[src/rtl/md5sh_pkg.sv]
`timescale 1ns / 1ps
// ----------------------------------------------------------------------------
// md5sh_pkg
// Shared types and constants of the MD5 stream hasher.
// ----------------------------------------------------------------------------
package md5sh_pkg;

    localparam logic [31:0] IV_A = 32'h67452301;
    localparam logic [31:0] IV_B = 32'hefcdab89;
    localparam logic [31:0] IV_C = 32'h98badcfe;
    localparam logic [31:0] IV_D = 32'h10325476;
    localparam logic [7:0]  PAD_BYTE = 8'h80;
    localparam int unsigned QDEPTH = 4;

    // one classified beat between front and back
    typedef struct packed {
        logic [7:0] data;
        logic       present;
        logic       last;
    } t_beat;

    // back end sequencer states
    typedef enum logic [2:0] {
        ST_IDLE,
        ST_PAD,
        ST_LEN,
        ST_ROUND,
        ST_FOLD,
        ST_OUT
    } t_state;

    function automatic logic [31:0] round_k(input logic [5:0] i);
        logic [31:0] k;
        begin
            case (i)
                6'd0:  k = 32'hd76aa478; 6'd1:  k = 32'he8c7b756;
                6'd2:  k = 32'h242070db; 6'd3:  k = 32'hc1bdceee;
                6'd4:  k = 32'hf57c0faf; 6'd5:  k = 32'h4787c62a;
                6'd6:  k = 32'ha8304613; 6'd7:  k = 32'hfd469501;
                6'd8:  k = 32'h698098d8; 6'd9:  k = 32'h8b44f7af;
                6'd10: k = 32'hffff5bb1; 6'd11: k = 32'h895cd7be;
                6'd12: k = 32'h6b901122; 6'd13: k = 32'hfd987193;
                6'd14: k = 32'ha679438e; 6'd15: k = 32'h49b40821;
                6'd16: k = 32'hf61e2562; 6'd17: k = 32'hc040b340;
                6'd18: k = 32'h265e5a51; 6'd19: k = 32'he9b6c7aa;
                6'd20: k = 32'hd62f105d; 6'd21: k = 32'h02441453;
                6'd22: k = 32'hd8a1e681; 6'd23: k = 32'he7d3fbc8;
                6'd24: k = 32'h21e1cde6; 6'd25: k = 32'hc33707d6;
                6'd26: k = 32'hf4d50d87; 6'd27: k = 32'h455a14ed;
                6'd28: k = 32'ha9e3e905; 6'd29: k = 32'hfcefa3f8;
                6'd30: k = 32'h676f02d9; 6'd31: k = 32'h8d2a4c8a;
                6'd32: k = 32'hfffa3942; 6'd33: k = 32'h8771f681;
                6'd34: k = 32'h6d9d6122; 6'd35: k = 32'hfde5380c;
                6'd36: k = 32'ha4beea44; 6'd37: k = 32'h4bdecfa9;
                6'd38: k = 32'hf6bb4b60; 6'd39: k = 32'hbebfbc70;
                6'd40: k = 32'h289b7ec6; 6'd41: k = 32'heaa127fa;
                6'd42: k = 32'hd4ef3085; 6'd43: k = 32'h04881d05;
                6'd44: k = 32'hd9d4d039; 6'd45: k = 32'he6db99e5;
                6'd46: k = 32'h1fa27cf8; 6'd47: k = 32'hc4ac5665;
                6'd48: k = 32'hf4292244; 6'd49: k = 32'h432aff97;
                6'd50: k = 32'hab9423a7; 6'd51: k = 32'hfc93a039;
                6'd52: k = 32'h655b59c3; 6'd53: k = 32'h8f0ccc92;
                6'd54: k = 32'hffeff47d; 6'd55: k = 32'h85845dd1;
                6'd56: k = 32'h6fa87e4f; 6'd57: k = 32'hfe2ce6e0;
                6'd58: k = 32'ha3014314; 6'd59: k = 32'h4e0811a1;
                6'd60: k = 32'hf7537e82; 6'd61: k = 32'hbd3af235;
                6'd62: k = 32'h2ad7d2bb; default: k = 32'heb86d391;
            endcase
            return k;
        end
    endfunction

    function automatic logic [4:0] rot_amt(input logic [5:0] i);
        logic [4:0] s;
        begin
            case ({i[5:4], i[1:0]})
                4'd0:  s = 5'd7;  4'd1:  s = 5'd12; 4'd2:  s = 5'd17; 4'd3:  s = 5'd22;
                4'd4:  s = 5'd5;  4'd5:  s = 5'd9;  4'd6:  s = 5'd14; 4'd7:  s = 5'd20;
                4'd8:  s = 5'd4;  4'd9:  s = 5'd11; 4'd10: s = 5'd16; 4'd11: s = 5'd23;
                4'd12: s = 5'd6;  4'd13: s = 5'd10; 4'd14: s = 5'd15; default: s = 5'd21;
            endcase
            return s;
        end
    endfunction

endpackage

[src/rtl/md5_stream_hasher_unit.sv]
`timescale 1ns / 1ps
// ----------------------------------------------------------------------------
// md5_stream_hasher_unit
// MD5 digest of a byte stream, at most one byte per input beat.
//
//   channel | handshake            | payload
//   --------+----------------------+------------------------------------------
//   input   | i_valid / o_ready    | i_msg_byte, i_byte_present,
//           |                      | i_end_of_message
//   output  | o_valid / i_ready    | o_digest_a .. o_digest_d
//
// A byte beat is taken while the back end is idle; the 64th byte of a block
// starts a compression (the rounds, then a fold) in the shared round unit.
// The final beat leads to the pad, length, compression and digest states; a
// full last block is compressed before the pad, and a pad that spills into a
// second block is compressed before the length. A four-entry queue lets the
// input keep moving while the round unit works. Reset is synchronous and
// restores the initial vector. A stalled digest holds the back end at the
// next digest; the queue then fills and drops o_ready.
// ----------------------------------------------------------------------------
module md5_stream_hasher_unit import md5sh_pkg::*; (
    input  logic        i_clk,
    input  logic        i_rst_n,
    input  logic        i_valid,
    output logic        o_ready,
    input  logic [7:0]  i_msg_byte,
    input  logic        i_byte_present,
    input  logic        i_end_of_message,
    output logic        o_valid,
    input  logic        i_ready,
    output logic [31:0] o_digest_a,
    output logic [31:0] o_digest_b,
    output logic [31:0] o_digest_c,
    output logic [31:0] o_digest_d
);

    logic  w_q_valid, w_q_ready;
    t_beat w_q_beat;

    md5sh_front u_front (
        .i_clk            (i_clk),
        .i_rst_n          (i_rst_n),
        .i_valid          (i_valid),
        .o_ready          (o_ready),
        .i_msg_byte       (i_msg_byte),
        .i_byte_present   (i_byte_present),
        .i_end_of_message (i_end_of_message),
        .o_q_valid        (w_q_valid),
        .i_q_ready        (w_q_ready),
        .o_q_beat         (w_q_beat)
    );

    md5sh_back u_back (
        .i_clk      (i_clk),
        .i_rst_n    (i_rst_n),
        .i_q_valid  (w_q_valid),
        .o_q_ready  (w_q_ready),
        .i_q_beat   (w_q_beat),
        .o_valid    (o_valid),
        .i_ready    (i_ready),
        .o_digest_a (o_digest_a),
        .o_digest_b (o_digest_b),
        .o_digest_c (o_digest_c),
        .o_digest_d (o_digest_d)
    );

endmodule

[src/rtl/md5sh_front.sv]
`timescale 1ns / 1ps
// ----------------------------------------------------------------------------
// md5sh_front
// Accepts input beats, drops empty non-final beats, and queues the rest.
// ----------------------------------------------------------------------------
module md5sh_front import md5sh_pkg::*; (
    input  logic        i_clk,
    input  logic        i_rst_n,
    input  logic        i_valid,
    output logic        o_ready,
    input  logic [7:0]  i_msg_byte,
    input  logic        i_byte_present,
    input  logic        i_end_of_message,
    output logic        o_q_valid,
    input  logic        i_q_ready,
    output t_beat       o_q_beat
);

    localparam int unsigned AW = $clog2(QDEPTH);

    t_beat            r_mem [QDEPTH];
    logic [AW-1:0]    r_wr, r_rd;
    logic [AW:0]      r_cnt;
    logic             w_push, w_pop, w_keep;

    // keep only beats that carry a byte or end a message
    assign o_ready   = (r_cnt != (AW+1)'(QDEPTH));
    assign w_keep    = i_byte_present | i_end_of_message;
    assign w_push    = i_valid & o_ready & w_keep;
    assign o_q_valid = (r_cnt != '0);
    assign w_pop     = o_q_valid & i_q_ready;
    assign o_q_beat  = r_mem[r_rd];

    // write queue entry
    always_ff @(posedge i_clk) begin
        if (w_push) begin
            r_mem[r_wr] <= '{data: i_msg_byte, present: i_byte_present,
                             last: i_end_of_message};
        end
    end

    // advance pointers
    always_ff @(posedge i_clk) begin
        if (!i_rst_n) begin
            r_wr  <= '0;
            r_rd  <= '0;
            r_cnt <= '0;
        end else begin
            if (w_push) r_wr <= r_wr + 1'b1;
            if (w_pop)  r_rd <= r_rd + 1'b1;
            r_cnt <= r_cnt + (AW+1)'(w_push) - (AW+1)'(w_pop);
        end
    end

endmodule

[src/rtl/md5sh_back.sv]
`timescale 1ns / 1ps
// ----------------------------------------------------------------------------
// md5sh_back
// Packs bytes, pads, runs one MD5 round per cycle and emits the digest.
// ----------------------------------------------------------------------------
module md5sh_back import md5sh_pkg::*; (
    input  logic        i_clk,
    input  logic        i_rst_n,
    input  logic        i_q_valid,
    output logic        o_q_ready,
    input  t_beat       i_q_beat,
    output logic        o_valid,
    input  logic        i_ready,
    output logic [31:0] o_digest_a,
    output logic [31:0] o_digest_b,
    output logic [31:0] o_digest_c,
    output logic [31:0] o_digest_d
);

    t_state       r_state, n_state;
    logic [31:0]  r_blk [16];
    logic [31:0]  r_h [4];
    logic [31:0]  r_a, r_b, r_c, r_d;
    logic [63:0]  r_cnt;
    logic [5:0]   r_pos;
    logic [5:0]   r_rnd;
    logic         r_final;
    logic         r_extra;
    logic         r_len;
    logic         r_ovld;
    logic [31:0]  r_oa, r_ob, r_oc, r_od;

    logic         w_take;
    logic [3:0]   w_g;
    logic [31:0]  w_f, w_sum, w_rot;
    logic [4:0]   w_s;
    logic [63:0]  w_bits;

    // round function
    always_comb begin
        unique case (r_rnd[5:4])
            2'd0: begin
                w_f = (r_b & r_c) | (~r_b & r_d);
                w_g = r_rnd[3:0];
            end
            2'd1: begin
                w_f = (r_b & r_d) | (r_c & ~r_d);
                w_g = 4'(5 * r_rnd[3:0] + 1);
            end
            2'd2: begin
                w_f = r_b ^ r_c ^ r_d;
                w_g = 4'(3 * r_rnd[3:0] + 5);
            end
            default: begin
                w_f = r_c ^ (r_b | ~r_d);
                w_g = 4'(7 * r_rnd[3:0]);
            end
        endcase
        w_s   = rot_amt(r_rnd);
        w_sum = w_f + r_a + round_k(r_rnd) + r_blk[w_g];
        w_rot = (w_sum << w_s) | (w_sum >> (6'd32 - {1'b0, w_s}));
    end

    assign w_bits    = {r_cnt[60:0], 3'b000};
    assign o_q_ready = (r_state == ST_IDLE);
    assign w_take    = i_q_valid & o_q_ready;

    // next state
    always_comb begin
        n_state = r_state;
        unique case (r_state)
            ST_IDLE: begin
                if (w_take) begin
                    if (i_q_beat.present && r_pos == 6'd63) n_state = ST_ROUND;
                    else if (i_q_beat.last) n_state = ST_PAD;
                end
            end
            ST_PAD:   n_state = r_extra ? ST_ROUND : ST_LEN;
            ST_LEN:   n_state = ST_ROUND;
            ST_ROUND: if (r_rnd == 6'd63) n_state = ST_FOLD;
            ST_FOLD: begin
                if (r_extra)               n_state = ST_LEN;
                else if (r_final && r_len) n_state = ST_OUT;
                else if (r_final)          n_state = ST_PAD;
                else                       n_state = ST_IDLE;
            end
            ST_OUT:   if (!r_ovld) n_state = ST_IDLE;
            default:  n_state = ST_IDLE;
        endcase
    end

    // state register and control
    always_ff @(posedge i_clk) begin
        if (!i_rst_n) begin
            r_state <= ST_IDLE;
            r_cnt   <= '0;
            r_pos   <= '0;
            r_rnd   <= '0;
            r_final <= 1'b0;
            r_extra <= 1'b0;
            r_len   <= 1'b0;
            r_ovld  <= 1'b0;
            r_h[0]  <= IV_A;
            r_h[1]  <= IV_B;
            r_h[2]  <= IV_C;
            r_h[3]  <= IV_D;
        end else begin
            r_state <= n_state;
            if (r_ovld && i_ready) r_ovld <= 1'b0;
            unique case (r_state)
                ST_IDLE: begin
                    if (w_take) begin
                        r_final <= i_q_beat.last;
                        if (i_q_beat.present) begin
                            r_cnt <= r_cnt + 64'd1;
                            r_pos <= r_pos + 6'd1;
                        end
                    end
                end
                ST_LEN: r_len <= 1'b1;
                ST_ROUND: r_rnd <= r_rnd + 6'd1;
                ST_FOLD: begin
                    r_h[0] <= r_h[0] + r_a;
                    r_h[1] <= r_h[1] + r_b;
                    r_h[2] <= r_h[2] + r_c;
                    r_h[3] <= r_h[3] + r_d;
                end
                ST_OUT: begin
                    if (!r_ovld) begin
                        r_ovld <= 1'b1;
                        r_oa   <= r_h[0];
                        r_ob   <= r_h[1];
                        r_oc   <= r_h[2];
                        r_od   <= r_h[3];
                        r_h[0] <= IV_A;
                        r_h[1] <= IV_B;
                        r_h[2] <= IV_C;
                        r_h[3] <= IV_D;
                        r_cnt  <= '0;
                        r_pos  <= '0;
                        r_final <= 1'b0;
                        r_len  <= 1'b0;
                    end
                end
                default: ;
            endcase
            // flag a two-block pad when the fill is 56 or more at the end
            if (r_state == ST_IDLE && n_state == ST_PAD)
                r_extra <= ((i_q_beat.present ? r_pos + 6'd1 : r_pos) >= 6'd56);
            else if (r_state == ST_FOLD)
                r_extra <= 1'b0;
        end
    end

    // block buffer and working registers
    always_ff @(posedge i_clk) begin
        unique case (r_state)
            ST_IDLE: begin
                if (w_take && i_q_beat.present) begin
                    r_blk[r_pos[5:2]][8*r_pos[1:0] +: 8] <= i_q_beat.data;
                end
                r_a <= r_h[0];
                r_b <= r_h[1];
                r_c <= r_h[2];
                r_d <= r_h[3];
            end
            ST_PAD: begin
                // clear past the fill, mark the pad byte
                for (int w = 0; w < 16; w++) begin
                    for (int y = 0; y < 4; y++) begin
                        if (6'(4 * w + y) == r_pos)
                            r_blk[w][8*y +: 8] <= PAD_BYTE;
                        else if (6'(4 * w + y) > r_pos || r_pos == 6'd0 && w + y > 0)
                            r_blk[w][8*y +: 8] <= 8'h00;
                    end
                end
                r_a <= r_h[0];
                r_b <= r_h[1];
                r_c <= r_h[2];
                r_d <= r_h[3];
            end
            ST_LEN: begin
                r_blk[14] <= w_bits[31:0];
                r_blk[15] <= w_bits[63:32];
                r_a <= r_h[0];
                r_b <= r_h[1];
                r_c <= r_h[2];
                r_d <= r_h[3];
            end
            ST_ROUND: begin
                r_a <= r_d;
                r_d <= r_c;
                r_c <= r_b;
                r_b <= r_b + w_rot;
            end
            ST_FOLD: begin
                // second pad block is all zeros before the length
                if (r_extra) begin
                    for (int w = 0; w < 16; w++) r_blk[w] <= '0;
                end
                r_a <= r_h[0] + r_a;
                r_b <= r_h[1] + r_b;
                r_c <= r_h[2] + r_c;
                r_d <= r_h[3] + r_d;
            end
            default: ;
        endcase
    end

    assign o_valid    = r_ovld;
    assign o_digest_a = r_oa;
    assign o_digest_b = r_ob;
    assign o_digest_c = r_oc;
    assign o_digest_d = r_od;

endmodule
[config.mk]
export PLATFORM = sky130hd
export DESIGN_NAME = md5_stream_hasher_unit
export DESIGN_NICKNAME = d
export VERILOG_FILES = /design/src/rtl/md5sh_pkg.sv /design/src/rtl/md5_stream_hasher_unit.sv /design/src/rtl/md5sh_front.sv /design/src/rtl/md5sh_back.sv
export SDC_FILE = /design/constraint.sdc
export NUM_CORES = 2
export LEC_CHECK = 0
export BUFFER_PORTS_ARGS = -buffer_cell sky130_fd_sc_hd__buf_2
export CELL_PAD_IN_SITES_DETAIL_PLACEMENT = 1
export CELL_PAD_IN_SITES_GLOBAL_PLACEMENT = 1
export CORE_AREA = 4 4 426 323
export CTS_CLUSTER_SIZE = 28
export DETAILED_ROUTE_END_ITERATION = 8
export DIE_AREA = 0 0 430 327
export PLACE_DENSITY_LB_ADDON = 0.25
export SLEW_MARGIN = 40
export SYNTH_ARGS = -nofsm -noshare
export SYNTH_HDL_FRONTEND = slang
export SYNTH_SLANG_ARGS = --single-unit
[constraint.sdc]
create_clock -name i_clk -period 14.45 [get_ports i_clk]
set_input_delay 1.445 -clock i_clk [delete_from_list [all_inputs] [get_ports i_clk]]
set_output_delay 1.445 -clock i_clk [all_outputs]
set_load 0.01 [all_outputs]
==> impl_metrics.toml <==
[critical_path]
end_kind = "flop"
crit_required_ns = 14.88
r2r-start = "u_back.r_rnd[1]"
arrival_ns = 12.99
critPathLaunchType = "flop"
slowest_stage = "fa_1"
path_class = "reg2reg"
cp_max_fo = 63
startpoint = "u_back.r_rnd[1]"
max_stage_delay_ns = 0.59

[sta]
clock.fmax_ghz = 0.0797
slew_violations = 0
worst_pin_slew_ns = 1.00
setup_violations = 0
grt_setup_unrepaired = "false"
finalHoldViolCount = 0
min_period_ns = 12.55
skew_ns = 0.0814
post-route-period-util = 0.869
slew_headroom = 0.325
setup_tns_ns = 0

[floorplanning]
die_h_um = 327
start_util = 0.487
die-area_um2 = 141000
io_pins = 144
num_rows = 116
fp.coreArea_um2 = 133000
fp.dieW_um = 430

[pwr]
power.leakage_nw = 27.8
power_density_nw_per_um2 = 206
peakVddDrop_mv = 0.171
p_total_mw = 14.6

[placed_design]
port_buffers = 143
hpwlAfterDp_um = 197000
gp_congestion = 1.02

[grt]
grtUsageMet2 = 0.503
busiest_layer = "met1"
met3_usage = 0.111
overflow = 0
track_usage = 0.366
met1_usage = 0.550
grt_pass1_wl_um = 395000
grt_max_degree = 104
antenna_found_initial = 17
grt_pass1_vias = 60300

[routing]
drtIter0Drc = 8678
drtAntennaViolNets = 0
drt_pass1_iterations = 9
via_per_inst = 6.58
drc = 0
drt-total-wl_um = 268000
wl_per_cell_um = 28.3
vias = 62300

[yosys]
synth_edf_count = 472
synthArstFlopShare = 0
yosysTopAreaCell = "edfxtp_1"
netlist_instances = 7695
synth.net_count = 8010
ys_ff_latch = 1062
avgSynthCellArea_um2 = 8.43
synth_flop_cell = "dfxtp_1"
syn_area_um2 = 64900
yosysWarnings = 0
synth_sequential_area_ratio = 0.401
synth_area_leaders = "edfxtp_1, dfxtp_1, a21oi_1"
synth.most_common_cell = "nor2_1"
synth.top_cell.area_share = 0.219
synthTopCellsByCount = "nor2_1, nand2_1, a21oi_1, dfxtp_1, edfxtp_1"
ys_types = 100

[cts]
cts.sinks = 1062
clk_path_buf_depth = 3
cts_setup_buffers = 0
cts_root_buf = "clkbuf_16"
cts_buffers = 109
cts_tree = "yes"
ctsHoldBuffers = 0
postCtsResizedCells = 0
htree_levels = 3
clk_pin_slew_ns = 0.07
clock_latency_ns = 0.79

[run_status]
status = "finished clean"

[layout]
fillCellCount = 15700
area_growth_pct = 9.38
drive_gt1_frac = 0.0783
final_nets = 7908

[hold_path]
worstHoldStart = "u_back.r_blk[4][19]"
holdCritPathClass = "reg2reg"

[job]
cap_violations = 0
-- power by group --
part	internal, mW	switching (mW)	leakage, nW
sequential	3.39	0.187	9.14
combinational	2.69	5.40	16.9
clock	1.57	1.34	1.74
total	7.66	6.93	27.8
-- critical path, delay by kind of cell, from the launching register on --
| family | cells | cell delay, ns |
|---|---|---|
| DFF | 1 | 0.45 |
| muxes | 2 | 0.71 |
| adders and majority gates | 5 | 2.21 |
| and+or+nand+nor | 5 | 1.21 |
| xor gates and xnor gates | 2 | 0.75 |
| buffers and inverters | 5 | 1.06 |
| AOI/OAI and AO/OA | 21 | 5.69 |
-- per-stage QoR --
stage / cells / instance area (µm²) / setup WS (ns) / utilization / hold slack (ns)
after floorplan: 7695 / 64900 / 4.13 / - / 0.432
after global placement: 9231 / 66900 / 2.74 / 0.503 / 0.439
after detailed placement: 9244 / 67200 / 2.25 / 0.505 / 0.446
after CTS: 9450 / 70800 / 2.11 / 0.532 / 0.455
after global routing: 9459 / 70900 / 1.23 / 0.533 / 0.472
final: 9465 / 70900 / 1.90 / 0.533 / 0.457
-- per-layer routing --
layer / share of wire / wire, µm
met5: 0.00084 / 225
met4: 0.031 / 8240
met3: 0.12 / 32300
met2: 0.40 / 107000
met1: 0.45 / 120000
-- kinds of logic after synthesis --
| group | Yosys count | synth area share |
|---|---|---|
| simple gates | 2821 | 0.191 |
| xor+xnor | 276 | 0.0377 |
| fa+ha+maj | 301 | 0.0662 |
| compound gates | 2225 | 0.212 |
| buf+inv | 724 | 0.0422 |
| flops | 1062 | 0.401 |
| mux | 286 | 0.0501 |
-- sequential cells by signal, summed over array words and instances (netlist names), 40 cells and up, named ones only --
register and cells:
u_back.r_h 128, u_back.r_cnt 61, u_front.r_mem 40, u_back.r_blk 512
-- cells in the final DEF, fill, tap and decap left out, types with 27 or more instances in the layout --
master / instances
ha_1: 231
or3_1: 45
and3_1: 46
xnor2_1: 132
inv_1: 240
a21o_1: 71
a31oi_1: 70
o21ai_0: 347
a22oi_1: 96
nand2b_1: 63
o22ai_1: 42
fa_1: 70
o211ai_1: 70
nand3_1: 167
nor2b_1: 146
clkbuf_16: 109
dfxtp_1: 587
edfxtp_1: 472
a211oi_1: 261
mux4_2: 28
buf_4: 92
nand4_1: 27
nor2_1: 1015
nand2_1: 942
o221ai_1: 31
nor3_1: 155
xor2_1: 140
buf_2: 149
nor3b_1: 46
mux2i_1: 235
a21oi_1: 925
o21a_1: 33
and2_1: 58
-- final cells by class --
cell class                 count  area (µm²)  share of cell area
inverter                     249         936              0.0132
multi-input combinational   5909       36400               0.514
clock buffer                 145        2980              0.0421
antenna                        7        17.5            0.000247
clock inverter                61         603             0.00850
sequential                  1062       26000               0.366
tap                         1770        2210              0.0312
timing repair buffer         262        1750              0.0247
-- path summary, 6_finish.rpt --
kind / to / slack [ns] / cells after the start
setup / recovery: u_back.r_b[23] / 1.90 / 40
hold / removal: u_back.r_blk[4][19] / 0.46 / 2
setup reg to reg: u_back.r_b[23] / 1.90 / 40
hold reg to reg: u_back.r_blk[4][19] / 0.46 / 2
(Power assumes the default switching activity.)
